==> src/design/cal_pkg.sv <==
// Package: widths, character codes, types and saturating helpers for the CIGAR length unit.
package cal_pkg;

   localparam int LenBits  = 31;
   localparam int OutBits  = 31;
   localparam int CharBits = 8;
   localparam int DigBits  = 4;

   typedef logic [LenBits-1:0]  len_type;
   typedef logic [OutBits-1:0]  out_len_type;
   typedef logic [CharBits-1:0] char_type;

   localparam len_type     LenMax = {LenBits{1'b1}};
   localparam out_len_type OutMax = {OutBits{1'b1}};

   localparam char_type CharM    = 8'h4D;
   localparam char_type CharI    = 8'h49;
   localparam char_type CharD    = 8'h44;
   localparam char_type CharN    = 8'h4E;
   localparam char_type CharS    = 8'h53;
   localparam char_type CharH    = 8'h48;
   localparam char_type CharP    = 8'h50;
   localparam char_type CharEq   = 8'h3D;
   localparam char_type CharX    = 8'h58;
   localparam char_type CharStar = 8'h2A;
   localparam char_type CharZero = 8'h30;
   localparam char_type CharNine = 8'h39;

   typedef struct packed {
      char_type cigar_char;
      logic     last_char;
   } req_data_type;

   typedef struct packed {
      out_len_type query_len;
      out_len_type ref_len;
      out_len_type align_len;
      logic        unsupported_seen;
      logic        unknown_seen;
   } rsp_data_type;

   function automatic len_type sat_add(input len_type a, input len_type b);
      logic [LenBits:0] sum;
      sum = {1'b0, a} + {1'b0, b};
      if (sum[LenBits]) begin
         return LenMax;
      end
      return sum[LenBits-1:0];
   endfunction

   function automatic out_len_type out_sat(input len_type v);
      logic [LenBits+OutBits-1:0] wide;
      wide = {{OutBits{1'b0}}, v};
      if (wide > {{LenBits{1'b0}}, OutMax}) begin
         return OutMax;
      end
      return wide[OutBits-1:0];
   endfunction

endpackage

==> src/design/cal_if.sv <==
// Interfaces: character request channel and length result channel.
interface cal_req_if import cal_pkg::*; ();
   logic     valid;
   logic     ready;
   char_type cigar_char;
   logic     last_char;

   modport source (output valid, output cigar_char, output last_char, input ready);
   modport sink   (input valid, input cigar_char, input last_char, output ready);
endinterface

interface cal_rsp_if import cal_pkg::*; ();
   logic        valid;
   logic        ready;
   out_len_type query_len;
   out_len_type ref_len;
   out_len_type align_len;
   logic        unsupported_seen;
   logic        unknown_seen;

   modport source (output valid, output query_len, output ref_len, output align_len,
                   output unsupported_seen, output unknown_seen, input ready);
   modport sink   (input valid, input query_len, input ref_len, input align_len,
                   input unsupported_seen, input unknown_seen, output ready);
endinterface

==> src/design/cal_in_stage.sv <==
// Input register: holds one character beat until the accumulator takes it.
module cal_in_stage import cal_pkg::*; (
   input  logic         clock,
   input  logic         reset,
   cal_req_if.sink      req_bus,
   input  logic         take,
   output logic         in_valid,
   output req_data_type in_data
);

   logic         valid_ff, valid_in;
   req_data_type data_ff;
   logic         accept;

   assign req_bus.ready = !valid_ff || take;
   assign accept        = req_bus.valid && req_bus.ready;
   assign valid_in      = accept || (valid_ff && !take);

   always_ff @(posedge clock) begin
      if (reset) begin
         valid_ff <= 1'b0;
      end else begin
         valid_ff <= valid_in;
      end
   end

   always_ff @(posedge clock) begin
      if (accept) begin
         data_ff.cigar_char <= req_bus.cigar_char;
         data_ff.last_char  <= req_bus.last_char;
      end
   end

   assign in_valid = valid_ff;
   assign in_data  = data_ff;

endmodule

==> src/design/cal_accum.sv <==
// Accumulator: run count, totals and flags, updated once per character beat.
module cal_accum import cal_pkg::*; (
   input  logic         clock,
   input  logic         reset,
   input  logic         fire,
   input  req_data_type in_data,
   output rsp_data_type result
);

   logic    start_ff, start_in;
   logic    star_ff, star_in;
   len_type run_ff, run_in;
   len_type query_ff, query_in;
   len_type ref_ff, ref_in;
   len_type align_ff, align_in;
   logic    unsup_ff, unsup_in;
   logic    unknown_ff, unknown_in;

   char_type             c;
   logic                 star_now;
   logic                 add_q, add_r, add_a;
   logic [LenBits+3:0]   wide_run;
   logic [LenBits+3:0]   mac;

   assign c        = in_data.cigar_char;
   assign star_now = star_ff || (start_ff && (c == CharStar));
   assign wide_run = {{DigBits{1'b0}}, run_ff};
   assign mac      = (wide_run << 3) + (wide_run << 1) + {{LenBits{1'b0}}, c[DigBits-1:0]};

   always_comb begin
      start_in   = start_ff;
      star_in    = star_ff;
      run_in     = run_ff;
      query_in   = query_ff;
      ref_in     = ref_ff;
      align_in   = align_ff;
      unsup_in   = unsup_ff;
      unknown_in = unknown_ff;
      add_q      = 1'b0;
      add_r      = 1'b0;
      add_a      = 1'b0;
      result     = '0;

      if (fire) begin
         start_in = 1'b0;
         star_in  = star_now;
         if (!star_now) begin
            if (c inside {[CharZero:CharNine]}) begin
               if (mac > {{DigBits{1'b0}}, LenMax}) begin
                  run_in = LenMax;
               end else begin
                  run_in = mac[LenBits-1:0];
               end
            end else begin
               case (c)
                  CharM, CharEq, CharX: begin
                     add_q = 1'b1;
                     add_r = 1'b1;
                     add_a = 1'b1;
                  end
                  CharI: begin
                     add_q = 1'b1;
                     add_a = 1'b1;
                  end
                  CharD: begin
                     add_r = 1'b1;
                     add_a = 1'b1;
                  end
                  CharN: begin
                     add_r    = 1'b1;
                     unsup_in = 1'b1;
                  end
                  CharS, CharH, CharP: begin
                     unsup_in = 1'b1;
                  end
                  default: begin
                     unknown_in = 1'b1;
                  end
               endcase
               if (add_q) query_in = sat_add(query_ff, run_ff);
               if (add_r) ref_in   = sat_add(ref_ff, run_ff);
               if (add_a) align_in = sat_add(align_ff, run_ff);
               run_in = '0;
            end
            result.query_len        = out_sat(query_in);
            result.ref_len          = out_sat(ref_in);
            result.align_len        = out_sat(align_in);
            result.unsupported_seen = unsup_in;
            result.unknown_seen     = unknown_in;
         end
         if (in_data.last_char) begin
            start_in   = 1'b1;
            star_in    = 1'b0;
            run_in     = '0;
            query_in   = '0;
            ref_in     = '0;
            align_in   = '0;
            unsup_in   = 1'b0;
            unknown_in = 1'b0;
         end
      end
   end

   always_ff @(posedge clock) begin
      if (reset) begin
         start_ff   <= 1'b1;
         star_ff    <= 1'b0;
         run_ff     <= '0;
         query_ff   <= '0;
         ref_ff     <= '0;
         align_ff   <= '0;
         unsup_ff   <= 1'b0;
         unknown_ff <= 1'b0;
      end else begin
         start_ff   <= start_in;
         star_ff    <= star_in;
         run_ff     <= run_in;
         query_ff   <= query_in;
         ref_ff     <= ref_in;
         align_ff   <= align_in;
         unsup_ff   <= unsup_in;
         unknown_ff <= unknown_in;
      end
   end

endmodule

==> src/design/cal_out_stage.sv <==
// Result register: holds one length beat until the consumer takes it.
module cal_out_stage import cal_pkg::*; (
   input  logic         clock,
   input  logic         reset,
   input  logic         load,
   input  rsp_data_type data,
   cal_rsp_if.source    rsp_bus
);

   logic         valid_ff, valid_in;
   rsp_data_type data_ff;

   assign valid_in = load || (valid_ff && !rsp_bus.ready);

   always_ff @(posedge clock) begin
      if (reset) begin
         valid_ff <= 1'b0;
      end else begin
         valid_ff <= valid_in;
      end
   end

   always_ff @(posedge clock) begin
      if (load) begin
         data_ff <= data;
      end
   end

   assign rsp_bus.valid            = valid_ff;
   assign rsp_bus.query_len        = data_ff.query_len;
   assign rsp_bus.ref_len          = data_ff.ref_len;
   assign rsp_bus.align_len        = data_ff.align_len;
   assign rsp_bus.unsupported_seen = data_ff.unsupported_seen;
   assign rsp_bus.unknown_seen     = data_ff.unknown_seen;

endmodule

==> src/design/cigar_alignment_lengths_unit.sv <==
// CIGAR alignment length unit: one character beat per cycle in (if not stalled), one length beat per string out.
// The unit takes one CIGAR character per cycle while no string's last character is stalled.
// Each character is held in an input register until the accumulator takes it and updates
// its state (a multiply by ten and add for digits, or a saturating add into the totals for an
// operation). On a string's last character the length beat is loaded into the result
// register at that same edge. A string's last character waits in the input register only
// while the previous length beat is still held by the consumer; other characters are never
// held, but while it waits the input register accepts no new character.
module cigar_alignment_lengths_unit import cal_pkg::*; (
   input  logic      clock,
   input  logic      reset,
   cal_req_if.sink   req_bus,
   cal_rsp_if.source rsp_bus
);

   logic         in_valid;
   req_data_type in_data;
   logic         take;
   rsp_data_type result;

   assign take = in_valid && !(in_data.last_char && rsp_bus.valid && !rsp_bus.ready);

   cal_in_stage u_in_stage (
      .clock    (clock),
      .reset    (reset),
      .req_bus  (req_bus),
      .take     (take),
      .in_valid (in_valid),
      .in_data  (in_data)
   );

   cal_accum u_accum (
      .clock   (clock),
      .reset   (reset),
      .fire    (take),
      .in_data (in_data),
      .result  (result)
   );

   cal_out_stage u_out_stage (
      .clock   (clock),
      .reset   (reset),
      .load    (take && in_data.last_char),
      .data    (result),
      .rsp_bus (rsp_bus)
   );

endmodule

==> src/flat_wrapper.sv <==
// flat-port wrapper written by rule: the top's interface ports become plain ports
module cigar_alignment_lengths_unit_flat import cal_pkg::*;
  (clock, reset, req_bus_valid, req_bus_cigar_char, req_bus_last_char, req_bus_ready, rsp_bus_valid, rsp_bus_query_len, rsp_bus_ref_len, rsp_bus_align_len, rsp_bus_unsupported_seen, rsp_bus_unknown_seen, rsp_bus_ready);
  cal_req_if req_bus_i ();
  cal_rsp_if rsp_bus_i ();
  input  logic clock;
  input  logic reset;
  input wire logic [$bits(req_bus_i.valid)-1:0] req_bus_valid;
  input wire logic [$bits(req_bus_i.cigar_char)-1:0] req_bus_cigar_char;
  input wire logic [$bits(req_bus_i.last_char)-1:0] req_bus_last_char;
  output wire logic [$bits(req_bus_i.ready)-1:0] req_bus_ready;
  output wire logic [$bits(rsp_bus_i.valid)-1:0] rsp_bus_valid;
  output wire logic [$bits(rsp_bus_i.query_len)-1:0] rsp_bus_query_len;
  output wire logic [$bits(rsp_bus_i.ref_len)-1:0] rsp_bus_ref_len;
  output wire logic [$bits(rsp_bus_i.align_len)-1:0] rsp_bus_align_len;
  output wire logic [$bits(rsp_bus_i.unsupported_seen)-1:0] rsp_bus_unsupported_seen;
  output wire logic [$bits(rsp_bus_i.unknown_seen)-1:0] rsp_bus_unknown_seen;
  input wire logic [$bits(rsp_bus_i.ready)-1:0] rsp_bus_ready;
  assign req_bus_i.valid = req_bus_valid;
  assign req_bus_i.cigar_char = req_bus_cigar_char;
  assign req_bus_i.last_char = req_bus_last_char;
  assign req_bus_ready = req_bus_i.ready;
  assign rsp_bus_valid = rsp_bus_i.valid;
  assign rsp_bus_query_len = rsp_bus_i.query_len;
  assign rsp_bus_ref_len = rsp_bus_i.ref_len;
  assign rsp_bus_align_len = rsp_bus_i.align_len;
  assign rsp_bus_unsupported_seen = rsp_bus_i.unsupported_seen;
  assign rsp_bus_unknown_seen = rsp_bus_i.unknown_seen;
  assign rsp_bus_i.ready = rsp_bus_ready;
  cigar_alignment_lengths_unit u_core (.clock(clock), .reset(reset), .req_bus(req_bus_i), .rsp_bus(rsp_bus_i));
endmodule
==> config.mk <==
export PLATFORM = sky130hd
export DESIGN_NAME = cigar_alignment_lengths_unit_flat
export DESIGN_NICKNAME = d
export VERILOG_FILES = /design/src/design/cal_pkg.sv /design/src/design/cal_if.sv /design/src/design/cal_in_stage.sv /design/src/design/cal_accum.sv /design/src/design/cal_out_stage.sv /design/src/design/cigar_alignment_lengths_unit.sv /design/src/flat_wrapper.sv
export SDC_FILE = /design/constraint.sdc
export NUM_CORES = 1
export LEC_CHECK = 0
export BUFFER_PORTS_ARGS = -buffer_cell sky130_fd_sc_hd__buf_4
export CELL_PAD_IN_SITES_DETAIL_PLACEMENT = 0
export CELL_PAD_IN_SITES_GLOBAL_PLACEMENT = 1
export CORE_ASPECT_RATIO = 1.4
export CORE_UTILIZATION = 44
export CTS_BUF_LIST = sky130_fd_sc_hd__clkbuf_4
export DETAILED_ROUTE_END_ITERATION = 7
export GPL_TIMING_DRIVEN = 0
export PLACE_DENSITY_LB_ADDON = 0.12
export SETUP_SLACK_MARGIN = 0.5
export SYNTH_ARGS = -nofsm -noshare
export SYNTH_HDL_FRONTEND = slang
export SYNTH_HIERARCHICAL = 1
export SYNTH_SLANG_ARGS = --single-unit
==> constraint.sdc <==
create_clock -name clock -period 5.7 [get_ports clock]
set_input_delay 1.14 -clock clock [delete_from_list [all_inputs] [get_ports clock]]
set_output_delay 1.14 -clock clock [all_outputs]
set_load 0.05 [all_outputs]
== Yosys cells after proc, flatten, opt, wreduce, memory -nomap -nowiden ==
Cells that the tools add are included.

* Register bits: 234
* Bits in latches: 0
* RAM bits: 0
* ROM bits: 0
* Output and inout bits: 97
* Word-level logic and storage cells: 120
* Memories kept: 0

* $add $sub $neg: 5
* Multiply operators: 0
* Divide/modulo/power cells: 0
* $lt $le $gt $ge: 3
* Equality and inequality tests: 11
* Shifts and indexed selects: 0
* Multiplexer cells: 59
* Bitwise logic cells: 1
* Reduce and logical (&&, ||, !) cells: 24

{| class="wikitable"
|+ Operators by type and width
! kind !! count
|-
| $mux W31 || 22
|-
| $add A31 B31 Y32 || 3
|-
| $eq A8 B7 Y1 const B || 8
|-
| $mux W1 || 37
|-
| $add A34 B32 Y35 || 1
|-
| $add A35 B4 Y35 || 1
|-
| $gt A35 B31 Y1 const B || 1
|-
| $eq A8 B6 Y1 const B || 2
|-
| $reduce_or A5 Y1 || 2
|-
| $logic_and A1 B1 Y1 || 9
|-
| $reduce_or A9 Y1 || 1
|-
| $ge A8 B6 Y1 const B || 1
|-
| $le A8 B6 Y1 const B || 1
|-
| $reduce_or A4 Y1 || 2
|-
| $logic_not A1 Y1 || 4
|-
| $logic_or A1 B1 Y1 || 4
|-
| $ne A2 B1 Y1 const B || 1
|-
| $reduce_and A2 Y1 || 1
|-
| $reduce_or A2 Y1 || 1
|-
| $not A1 Y1 || 1
|}

== Longest topological paths before layout ==
Gate-level depths: netlist of the first run.

* Depth in word-level cells: 15
* Gate-level depth with buffers: 16
* Gate-level depth less buffers: 14

== By module ==
The synthesis of the first run kept the hierarchy.

{| class="wikitable"
|+ By module, submodules not included
! module !! instances !! cells each !! area each (um2) !! sequential area each (um2)
|-
| cal_accum || 1 || 1552 || 12339.3 || 2562.5
|-
| cal_out_stage || 1 || 99 || 2891.5 || 2872.8
|-
| cal_in_stage || 1 || 14 || 325.3 || 290.3
|-
| cigar_alignment_lengths_unit || 1 || 4 || 32.5 || 0.0
|}

== Worst setup path before layout of the first run ==
OpenSTA, ideal clock, no wires.

* Path type: input to register
* From: input rsp_bus_ready
* To: register u_core.u_out_stage.valid_ff, in the netlist u_core/u_out_stage/rsp_bus.valid
* Library setup time: 0.075 ns
* Data arrival time: 5.629 ns
* Path slack: -0.003 ns
* Stages: 4
* Path through: nor2b_4 -> nor2_1 -> inv_1 -> a21oi_2

* Longest elaborated chain between the ends: 6
* Elaborated cells between the ends (all ways): 7

{| class="wikitable"
|+ Ends and longest elaborated chain
! element !! line !! text
|-
| start, declared || flat_wrapper.sv:18 || <nowiki>input wire logic [$bits(rsp_bus_i.ready)-1:0] rsp_bus_ready;</nowiki>
|-
| $logic_not A1 Y1 (*) || cal_out_stage.sv:13, cigar_alignment_lengths_unit.sv:21 ||
|-
| $logic_and A1 B1 Y1 || cigar_alignment_lengths_unit.sv:21 || <nowiki>assign take = in_valid && !(in_data.last_char && rsp_bus.valid && !rsp_bus.ready);</nowiki>
|-
| $logic_not A1 Y1 || cigar_alignment_lengths_unit.sv:21 ||
|-
| $logic_and A1 B1 Y1 || cigar_alignment_lengths_unit.sv:21 ||
|-
| $logic_and A1 B1 Y1 || cigar_alignment_lengths_unit.sv:43 || <nowiki>.load (take && in_data.last_char),</nowiki>
|-
| $logic_or A1 B1 Y1 (*) || cal_out_stage.sv:13 || <nowiki>assign valid_in = load || (valid_ff && !rsp_bus.ready);</nowiki>
|-
| end signal, assigned || cal_out_stage.sv:19 || <nowiki>valid_ff <= valid_in;</nowiki>
|-
| end, declared || cal_out_stage.sv:10 || <nowiki>logic valid_ff, valid_in;</nowiki>
|}

Mark *: on every way between the ends. The rest lies on a longest branch, timed or not.
A chain may end at the register's enable or synchronous reset.

== Worst setup path after layout of the first run ==
* From: register u_core.u_in_stage.data_ff, in the netlist u_core/u_in_stage/in_data[4]
* To: register u_core.u_accum.run_ff[21]

* Longest elaborated chain between the ends: 6
* Elaborated cells between the ends (all ways): 14

{| class="wikitable"
|+ Ends and longest elaborated chain
! element !! line !! text
|-
| start, declared || cal_in_stage.sv:12 || <nowiki>req_data_type data_ff;</nowiki>
|-
| $add A35 B4 Y35 || cal_accum.sv:28 || <nowiki>assign mac = (wide_run << 3) + (wide_run << 1) + {{LenBits{1'b0}}, c[DigBits-1:0]};</nowiki>
|-
| $gt A35 B31 Y1 || cal_accum.sv:49 || <nowiki>if (mac > {{DigBits{1'b0}}, LenMax}) begin</nowiki>
|-
| $mux W31 || cal_accum.sv:49 ||
|-
| $mux W31 || cal_accum.sv:48 || <nowiki>if (c inside {[CharZero:CharNine]}) begin</nowiki>
|-
| $mux W31 || cal_accum.sv:47 || <nowiki>if (!star_now) begin</nowiki>
|-
| $mux W31 || cal_accum.sv:91 || <nowiki>if (in_data.last_char) begin</nowiki>
|-
| end signal, assigned || cal_accum.sv:117 || <nowiki>run_ff <= run_in;</nowiki>
|-
| end, declared || cal_accum.sv:12 || <nowiki>len_type run_ff, run_in;</nowiki>
|}

Several ways; a longest one is shown, not always the timed one. The select of a mux whose other input is x is not followed.

==> metrics.yaml, run 1 <==
status: "completed"
rsz0062_at_grt: "false"
core_um2: 35000
cts_tree: "built"
h-tree-depth: 2
synth_top_area_share_pct: 20.0
antenna_found_initial: 1
cp_top_family: "compound AO/OA/AOI/OAI gates"
nFillCells: 3380
grt_overflow_total: 0
grt_util_all_layers_pct: 27.0
clk_latency_ns: 0.77
ys.flop_type: "dfxtp_1"
clkTransAtPathRegs_ns: 0.08
finalSetupViolCount: 0
grt_pass1_wl_um: 74900
gp_congestion: 0.922
die_area_um2: 36200
netlist_area_um2: 15600
slew_viol_final: 0
synth.distinct_cells: 90
dp_cells: 2236
clk_path_buf_depth: 3
grt_max_degree: 37
synth_edf_count: 104
drtPass1Iterations: 5
max_freq_ghz: 0.210
dieHeight_um: 225
drc: 0
syn_inst: 1669
drive_gt1_share_pct: 13.9
clock_sinks: 234
cp-end-kind: "flop"
synth_fp_nets: 1841
drt-total-wl_um: 48600
final_core_util_pct: 50.8
peakVddDrop_mv: 0.153
fp.dieW_um: 161
final_common_cell: "a21oi_1"
crit_required_ns: 6.30
critical_path.cell_chain: "buf_2 > inv_1 > fa_1 > inv_1 > ha_1 > a211oi_1 > o21ai_1 > o311ai_2 > nand3_1 > a32oi_1 > o21ai_2 > a41oi_1 > mux2_2 > o31a_1 > buf_2 > a221o_1"
grt_pass1_vias: 13600
fp-row-count: 81
nets: 2013
post_cts_resized: 0
layout_common_cells: "185 x a21oi_1, 154 x ha_1, 146 x o21ai_0"
cts_made_buffers: 59
synth_seq_area_share_pct: 36.7
postRouteAntennaNets: 0
worstSetupStartpointType: "flop"
min_period_ns: 4.76
relSlewSlack_pct: 37.3
skew_ns: 0.0874
maxCapViolCount: 0
hold_buffers: 0
synth_seq_cells: 234
cp_slowest_cell: "fa_1"
synth.avg_cell_area_um2: 9.34
num_io_pins: 110
p_leak_nw: 8.02
dr.first_iter.drc_count: 1022
start_util_pct: 44.6
port_buffers: 109
hold_ws_ns: 0.487
worst_pin_slew_ns: 0.938
finalCritPeriodShare_pct: 83.5
cp_max_fo: 10
routedWlPerCell_um: 20.7
via_per_inst: 5.94
hold_class: "flop to flop"
postCtsSetupBuffers: 0
ys.warnings.count: 6
async_flop_share_pct: 0
vias: 14000
seqCellArea_um2: 5730
p_per_area_nw_per_um2: 193
fin_setup_tns_ns: 0
fin_cells: 2348
slowest_delay_ns: 0.60
synth_top_area_cell: "edfxtp_1"
crit_arrival_ns: 5.36
crit_buf_inv: 4
netlist_top_cells_area: "edfxtp_1 20%, dfxtp_1 17%, ha_1 12%, a21oi_1 6.0%, o21ai_0 4.7%"
multiInputGateArea_um2: 9360
dp_hpwl_um: 37500
hold_viol: 0
critical_path_class: "flop to flop"
p_total_mw: 3.43
syn_to_final_growth_pct: 14.0
root_buffer: "clkbuf_4"
final timing paths:
kind / endpoint / slack, ns / startpoint / depth (start not counted)
worst min-delay path: u_core/u_accum/align_ff[26]$_SDFFE_PP0P_ / 0.49 / u_core/u_accum/align_ff[26]$_SDFFE_PP0P_ / 2
worst min register to register: u_core/u_accum/align_ff[26]$_SDFFE_PP0P_ / 0.49 / u_core/u_accum/align_ff[26]$_SDFFE_PP0P_ / 2
worst max-delay path: u_core/u_accum/run_ff[21]$_SDFFE_PP0P_ / 0.94 / u_core/u_in_stage/in_data[4]$_DFFE_PP_ / 16
worst max register to register: u_core/u_accum/run_ff[21]$_SDFFE_PP0P_ / 0.94 / u_core/u_in_stage/in_data[4]$_DFFE_PP_ / 16
final cells by class:
type                    count  area share, %
diodes                      1         0.0141
plain buffers              85           1.95
clock buffers              76           3.21
clock inverters            35          0.957
inverters                  44          0.929
multi-input cells        1306           52.7
flip-flops and latches    234           32.2
well taps                 456           3.21
repair buffers            111           4.83
registers in the layout, summed over array words and instances (netlist names), 9 cells and up:
register	cells
u_core/u_out_stage/rsp_bus.ref_len	31
u_core/u_out_stage/rsp_bus.query_len	31
u_core/u_accum/ref_ff	31
u_core/u_accum/query_ff	31
u_core/u_in_stage/in_data	9
u_core/u_accum/align_ff	31
u_core/u_accum/run_ff	31
u_core/u_out_stage/rsp_bus.align_len	31
logic make-up (layout without fill, tap and decap cells):
family | count (synthesis) | after routing | share of synthesized area (%)
multiplexers | 3 | 3 | 0.201
AO/OA/AOI/OAI | 683 | 683 | 29.8
XOR/XNOR | 103 | 103 | 5.79
other | 0 | 1 | 0
buffers and inverters | 129 | 351 | 3.28
adder cells (fa/ha/maj) | 159 | 159 | 13.0
AND/OR/NAND/NOR | 358 | 358 | 11.2
flip-flops | 234 | 234 | 36.7
through the flow:
stage,setup WS (ns),instance area [um2]
floorplan,1.60,15600
global placement,0.343,17000
detailed placement,0.995,17000
CTS,0.926,17800
global route,0.616,17800
finish,0.940,17800
cells in the mapped netlist, types with 12 or more instances:
| master | instances |
|---|---|
| o21bai_1 | 16 |
| a221o_1 | 33 |
| nor3_1 | 18 |
| clkbuf_1 | 67 |
| and3_1 | 20 |
| buf_2 | 16 |
| nand3_1 | 28 |
| dfxtp_1 | 130 |
| a31oi_1 | 17 |
| a211oi_1 | 20 |
| xnor2_1 | 62 |
| nand4_1 | 12 |
| nand2b_1 | 21 |
| a21o_1 | 62 |
| ha_1 | 154 |
| a21oi_1 | 186 |
| o211ai_1 | 16 |
| nor2b_1 | 14 |
| edfxtp_1 | 104 |
| nor2_1 | 101 |
| a22o_1 | 52 |
| xor2_1 | 41 |
| o21ai_0 | 146 |
| o21a_1 | 19 |
| inv_1 | 44 |
| nand2_1 | 102 |
worst min-delay path: cells and delay by family (launching register included):
kind | cells | cell delay [ns]
flops | 1 | 0.34
simple gates | 2 | 0.10
routing by layer:
metal / wire length, um / track usage [%] / share of wire (%) / vias up
li1: - / - / - / 6762
met1: 19800 / 31.3 / 41 / 6682
met2: 24700 / 49.2 / 51 / 412
met3: 2350 / 3.28 / 4.8 / 98
met4: 1870 / 12.0 / 3.8 / 0
met5: 0 / 0 / 0 / -
power by group:
group          switching (mW)  leakage (nW)  internal, mW
logic                   0.183          5.44        0.0567
registers              0.0105          2.15          1.77
clock network           0.732         0.435         0.678
(Power assumes the default switching activity.)
==> run 2: changes to the inputs <==
--- a/config.mk
+++ b/config.mk
@@ -5,11 +5,12 @@
 export SDC_FILE = /design/constraint.sdc
 export NUM_CORES = 1
 export LEC_CHECK = 0
+export ABC_AREA = 1
 export BUFFER_PORTS_ARGS = -buffer_cell sky130_fd_sc_hd__buf_4
 export CELL_PAD_IN_SITES_DETAIL_PLACEMENT = 0
 export CELL_PAD_IN_SITES_GLOBAL_PLACEMENT = 1
 export CORE_ASPECT_RATIO = 1.4
-export CORE_UTILIZATION = 44
+export CORE_UTILIZATION = 42
 export CTS_BUF_LIST = sky130_fd_sc_hd__clkbuf_4
 export DETAILED_ROUTE_END_ITERATION = 7
 export GPL_TIMING_DRIVEN = 0
==> constraint.sdc (replaced) <==
create_clock -name clock -period 4.1 [get_ports clock]
set_input_delay 0.82 -clock clock [delete_from_list [all_inputs] [get_ports clock]]
set_output_delay 0.82 -clock clock [all_outputs]
set_load 0.05 [all_outputs]
==> metrics.yaml, run 2 <==
status: "completed"
fp.dieW_um: 181
vias: 19300
hold_start: "req_bus_last_char"
min_period_ns: 3.44
num_io_pins: 110
finalCritPeriodShare_pct: 84.0
place_area_um2: 20400
finalSetupViolCount: 0
drc: 0
syn_inst: 2841
slew_viol_final: 0
fp-row-count: 91
crit_arrival_ns: 4.08
dr.first_iter.drc_count: 1178
via_per_inst: 5.31
grt_max_degree: 36
dp_cells: 3511
clock_sinks: 234
core_um2: 44100
max_freq_ghz: 0.290
cts_tree: "built"
p_leak_nw: 10.0
netlist_area_um2: 18800
port_buffers: 109
clk_latency_ns: 0.86
synth_seq_cells: 234
r2r_start: "u_core/u_accum/run_ff[0]$_SDFFE_PP0P_"
min_path_cells: 1
h-tree-depth: 2
netlist_top_cells_area: "nand2_1 18%, edfxtp_1 17%, dfxtp_1 14%, ha_1 10%, a21oi_1 7.4%"
ys_top_cells_by_count: "892 x nand2_1, 349 x inv_1, 277 x a21oi_1"
synth_top_area_cell: "nand2_1"
r2r_slack_ns: 0.66
layout_common_cells: "892 x nand2_1, 349 x inv_1, 277 x a21oi_1"
async_flop_share_pct: 0
peakVddDrop_mv: 0.200
syn_to_final_growth_pct: 12.9
drt-total-wl_um: 69700
cts_made_buffers: 61
grt_pass1_wl_um: 105000
grt_overflow_total: 0
fin_cells: 3630
nets: 3188
fin_area_um2: 21200
hold_class: "input pin to flop"
grt_util_all_layers_pct: 30.4
dp_hpwl_um: 54500
cp_max_fo: 10
postCtsSetupBuffers: 0
final_core_util_pct: 48.2
maxCapViolCount: 0
nFillCells: 4708
antenna_found_initial: 2
critical_path_class: "flop to flop"
p_per_area_nw_per_um2: 248
synth_fp_nets: 3013
final_common_cell: "nand2_1"
drive_gt1_share_pct: 10.1
routedWlPerCell_um: 19.2
worstHoldEndpoint: "u_core/u_in_stage/in_data[0]$_DFFE_PP_"
crit_required_ns: 4.74
synth_edf_count: 104
ys.flop_type: "dfxtp_1"
synth.most_common_cell: "nand2_1"
clkTransAtPathRegs_ns: 0.07
start_util_pct: 42.7
skew_ns: 0.105
die_area_um2: 45600
ys.warnings.count: 6
relSlewSlack_pct: 19.9
r2r-end: "u_core/u_accum/run_ff[21]$_SDFFE_PP0P_"
clk_path_buf_depth: 3
synth_seq_area_share_pct: 30.4
hold_ws_ns: 0.225
worstSetupStartpointType: "flop"
drtPass1Iterations: 6
rsz0062_at_grt: "false"
root_buffer: "clkbuf_4"
dieHeight_um: 252
gp_congestion: 0.951
hold_viol: 0
worst_pin_slew_ns: 1.20
synth.avg_cell_area_um2: 6.62
cp-end-kind: "flop"
fin_setup_tns_ns: 0
synth.distinct_cells: 46
grt_pass1_vias: 18600
worst_r2r_path_depth: 19
postRouteAntennaNets: 0
synth_top_area_share_pct: 17.8
==> run 2: power by group <==
part | switching (mW) | internal (mW) | total, mW | leakage [nW]
clock | 1.10 | 1.08 | 2.18 | 0.487
combinational | 0.437 | 0.134 | 0.571 | 7.59
sequential | 0.0255 | 2.49 | 2.51 | 1.93
==> run 2: how the worst max path moves through the flow <==
stage,startpoint,cells past startpoint,endpoint,slack (ns)
floorplan,rsp_bus_ready,4,u_core/u_out_stage/rsp_bus.align_len[0]$_DFFE_PP_,1.30
global placement,rsp_bus_ready,5,u_core/u_out_stage/rsp_bus.align_len[16]$_DFFE_PP_,0.42
detailed placement,u_core/u_accum/run_ff[13]$_SDFFE_PP0P_,16,u_core/u_accum/run_ff[28]$_SDFFE_PP0P_,0.44
CTS,u_core/u_accum/run_ff[9]$_SDFFE_PP0P_,16,u_core/u_accum/run_ff[28]$_SDFFE_PP0P_,0.53
global route,u_core/u_accum/run_ff[22]$_SDFFE_PP0P_,15,u_core/u_accum/run_ff[21]$_SDFFE_PP0P_,0.50
finish,u_core/u_accum/run_ff[0]$_SDFFE_PP0P_,19,u_core/u_accum/run_ff[21]$_SDFFE_PP0P_,0.66
==> run 2: final cells by class <==
cell class                 count  area, um2  area share, %
clock inverter                33        190          0.896
sequential                   234       5750           27.1
timing repair buffer         112        878           4.14
inverter                     356       1340           6.31
tap                          558        698           3.29
antenna                        3       7.51         0.0354
buffer                        79        398           1.87
clock buffer                  83        623           2.93
multi-input combinational   2172      11400           53.5
==> run 2: repair_timing <==
action                     in CTS  in global routing
setup endpoints to repair      27                 30
gates resized for setup         4                 15
hold buffers                    0                  0
==> run 2: per-layer routing <==
layer | wire length [um] | global-route usage, %
met5 | 0 | 0
met3 | 3260 | 4.21
met1 | 28500 | 35.1
met2 | 34100 | 53.8
met4 | 3790 | 17.1
==> run 2: logic make-up after synthesis <==
kind of cell / Yosys count / synth area share, %
adders and majority gates: 159 / 10.8
and+or+nand+nor: 1515 / 34.1
xor gates and xnor gates: 68 / 3.17
DFF: 234 / 30.4
buffers and inverters: 435 / 9.24
AOI/OAI and AO/OA: 430 / 12.3
==> run 2: per-stage QoR <==
step / total power, mW / setup WS [ns]
after floorplan: 2.92 / 1.30
after global placement: 3.12 / 0.418
after detailed placement: 3.13 / 0.439
after CTS: 5.34 / 0.527
after global routing: 5.48 / 0.501
final: 5.26 / 0.656
==> run 2: worst max-delay path, cell delays in order (launching register included) <==
cell,delay (ns)
dfxtp_2,0.46
inv_1,0.10
fa_1,0.55
inv_1,0.05
ha_1,0.28
nand3_1,0.09
nand3_1,0.12
nand2_1,0.15
nand2_1,0.14
nand2_1,0.11
nand2_2,0.11
nand2_1,0.15
nand2_1,0.06
nand2_1,0.06
nand2_1,0.07
nor2_2,0.23
buf_2,0.26
nand3_1,0.10
nand2_1,0.12
a21oi_1,0.08
==> run 3: changes to the inputs <==
--- a/config.mk
+++ b/config.mk
@@ -10,7 +10,7 @@
 export CELL_PAD_IN_SITES_DETAIL_PLACEMENT = 0
 export CELL_PAD_IN_SITES_GLOBAL_PLACEMENT = 1
 export CORE_ASPECT_RATIO = 1.4
-export CORE_UTILIZATION = 42
+export CORE_UTILIZATION = 46
 export CTS_BUF_LIST = sky130_fd_sc_hd__clkbuf_4
 export DETAILED_ROUTE_END_ITERATION = 7
 export GPL_TIMING_DRIVEN = 0
==> constraint.sdc (replaced) <==
create_clock -name clock -period 3.6 [get_ports clock]
set_input_delay 0.72 -clock clock [delete_from_list [all_inputs] [get_ports clock]]
set_output_delay 0.72 -clock clock [all_outputs]
set_load 0.05 [all_outputs]
==> metrics.yaml, run 3 (synthesis gave the netlist of run 2 again) <==
status: "completed"
fin_setup_tns_ns: 0
clockPowerShare_pct: 39.8
worst_pin_slew_ns: 1.17
seqCellArea_um2: 5800
maxCapViolCount: 0
fin_cells: 3616
skew_ns: 0.0741
grt_util_met2_pct: 55.4
cts_tree: "built"
clkTransAtPathRegs_ns: 0.07
rsz0062_at_grt: "false"
start_util_pct: 46.7
crit_required_ns: 4.20
switching_power_mw: 1.72
pre_cts_slack_ns: 0.0185
internal_power_mw: 4.10
fp-row-count: 87
layout_common_cells: "878 x nand2_1, 348 x inv_1, 267 x a21oi_1"
fp.dieW_um: 173
p_per_area_nw_per_um2: 270
pwr-share-seq_pct: 49.0
p_total_mw: 5.82
slowest_delay_ns: 0.58
grt_max_degree: 36
nFillCells: 4159
cp_slowest_cell: "fa_1"
final_common_cell: "nand2_1"
dp_hpwl_um: 52600
grt_util_all_layers_pct: 32.0
routedWlPerCell_um: 18.7
drtPass1Iterations: 5
critical_path_class: "flop to flop"
critical_path.cell_chain: "inv_1 > fa_1 > inv_1 > ha_1 > nand3_1 > nand3_2 > nand2_2 > nand2_4 > nand2_2 > nand2_4 > nand2_2 > nand2_1 > nand2_1 > nand2_2 > nor2_4 > buf_12 > buf_6 > nand3_1 > nand2_1 > a21oi_1"
worstSetupStartpointType: "flop"
clock_sinks: 234
finalCritPeriodShare_pct: 82.2
grt_pass1_vias: 18300
finalSetupViolCount: 0
cp_top_family: "simple AND/OR/NAND/NOR gates"
clk_latency_ns: 0.81
cp_max_fo: 6
h-tree-depth: 2
dr.first_iter.drc_count: 1255
netSwitchingFraction_pct: 29.6
min_period_ns: 2.96
grt_pass1_wl_um: 102000
num_io_pins: 110
busiest_layer: "met2"
die_area_um2: 41700
fin_area_um2: 21500
slew_viol_final: 0
setup_slack_ns: 0.641
cp_common_cell: "nand2_2"
dp_cells: 3487
root_buffer: "clkbuf_4"
drive_gt1_share_pct: 11.8
grt_overflow_total: 0
nets: 3203
port_buffers: 109
multiInputGateArea_um2: 11500
hold_class: "input pin to flop"
via_per_inst: 5.36
final_core_util_pct: 53.5
crit_arrival_ns: 3.56
vias: 19400
crit_buf_inv: 4
gp_congestion: 0.995
hold_viol: 0
postRouteAntennaNets: 0
clk_path_buf_depth: 3
relSlewSlack_pct: 22.1
peakVddDrop_mv: 0.224
use_met1_pct: 37.3
drc: 0
syn_to_final_growth_pct: 14.5
hold_ws_ns: 0.153
dieHeight_um: 241
max_freq_ghz: 0.338
cts_made_buffers: 58
drt-total-wl_um: 67600
core_um2: 40300
cp-end-kind: "flop"
place_area_um2: 20400
grt_util_met3_pct: 3.81
antenna_found_initial: 1
p_leak_nw: 10.1
comb_power_share_pct: 11.2
[run 3: layout make-up]
class                           count  area share [%]
Multi-Input combinational cell   2172            53.3
Sequential cell                   234            26.9
Inverter                          356            6.22
Timing Repair Buffer              130            4.88
Tap cell                          534            3.10
Clock buffer                       73            2.55
Buffer                             79            2.04
Clock inverter                     37           0.982
Antenna cell                        1          0.0116
[run 3: final timing paths]
kind,to,startpoint,slack [ns],cells past startpoint
max,u_core/u_accum/run_ff[29]$_SDFFE_PP0P_,u_core/u_accum/run_ff[0]$_SDFFE_PP0P_,0.64,20
min,u_core/u_in_stage/in_data[7]$_DFFE_PP_,req_bus_cigar_char[6],0.15,1
max reg2reg,u_core/u_accum/run_ff[29]$_SDFFE_PP0P_,u_core/u_accum/run_ff[0]$_SDFFE_PP0P_,0.64,20
min reg2reg,u_core/u_accum/start_ff$_SDFFE_PP1P_,u_core/u_accum/start_ff$_SDFFE_PP1P_,0.48,2
[run 3: timing repair]
item                       4_1_cts  5_1_grt
cloned                           1        3
setup buffers                    3       11
setup endpoints to repair       99       60
resized for setup               54       48
hold buffers                     0        0
pin swaps                        4        8
[run 3: worst register-to-register path, delay by kind of cell, from the launching register on]
family	cells	cell delay, ns
AO/OA/AOI/OAI	1	0.07
adder cells (fa/ha/maj)	2	0.86
buffers and inverters	4	0.37
flip-flops	1	0.38
AND/OR/NAND/NOR	13	1.12
[run 3: metal layers]
layer | vias to the layer above | routed length, um
met5 | - | 0
li1 | 9699 | -
met2 | 560 | 31900
met1 | 8937 | 27300
met3 | 170 | 3640
met4 | 0 | 4800
[run 3: power by group through the flow]
stage / registers (mW) / logic (mW) / clock network, mW
global route: 2.86 / 0.679 / 2.48
detailed placement: 2.92 / 0.638 / 0
finish: 2.85 / 0.649 / 2.32
global placement: 2.92 / 0.626 / 0
floorplan: 3.10 / 0.221 / 0
CTS: 2.86 / 0.642 / 2.37
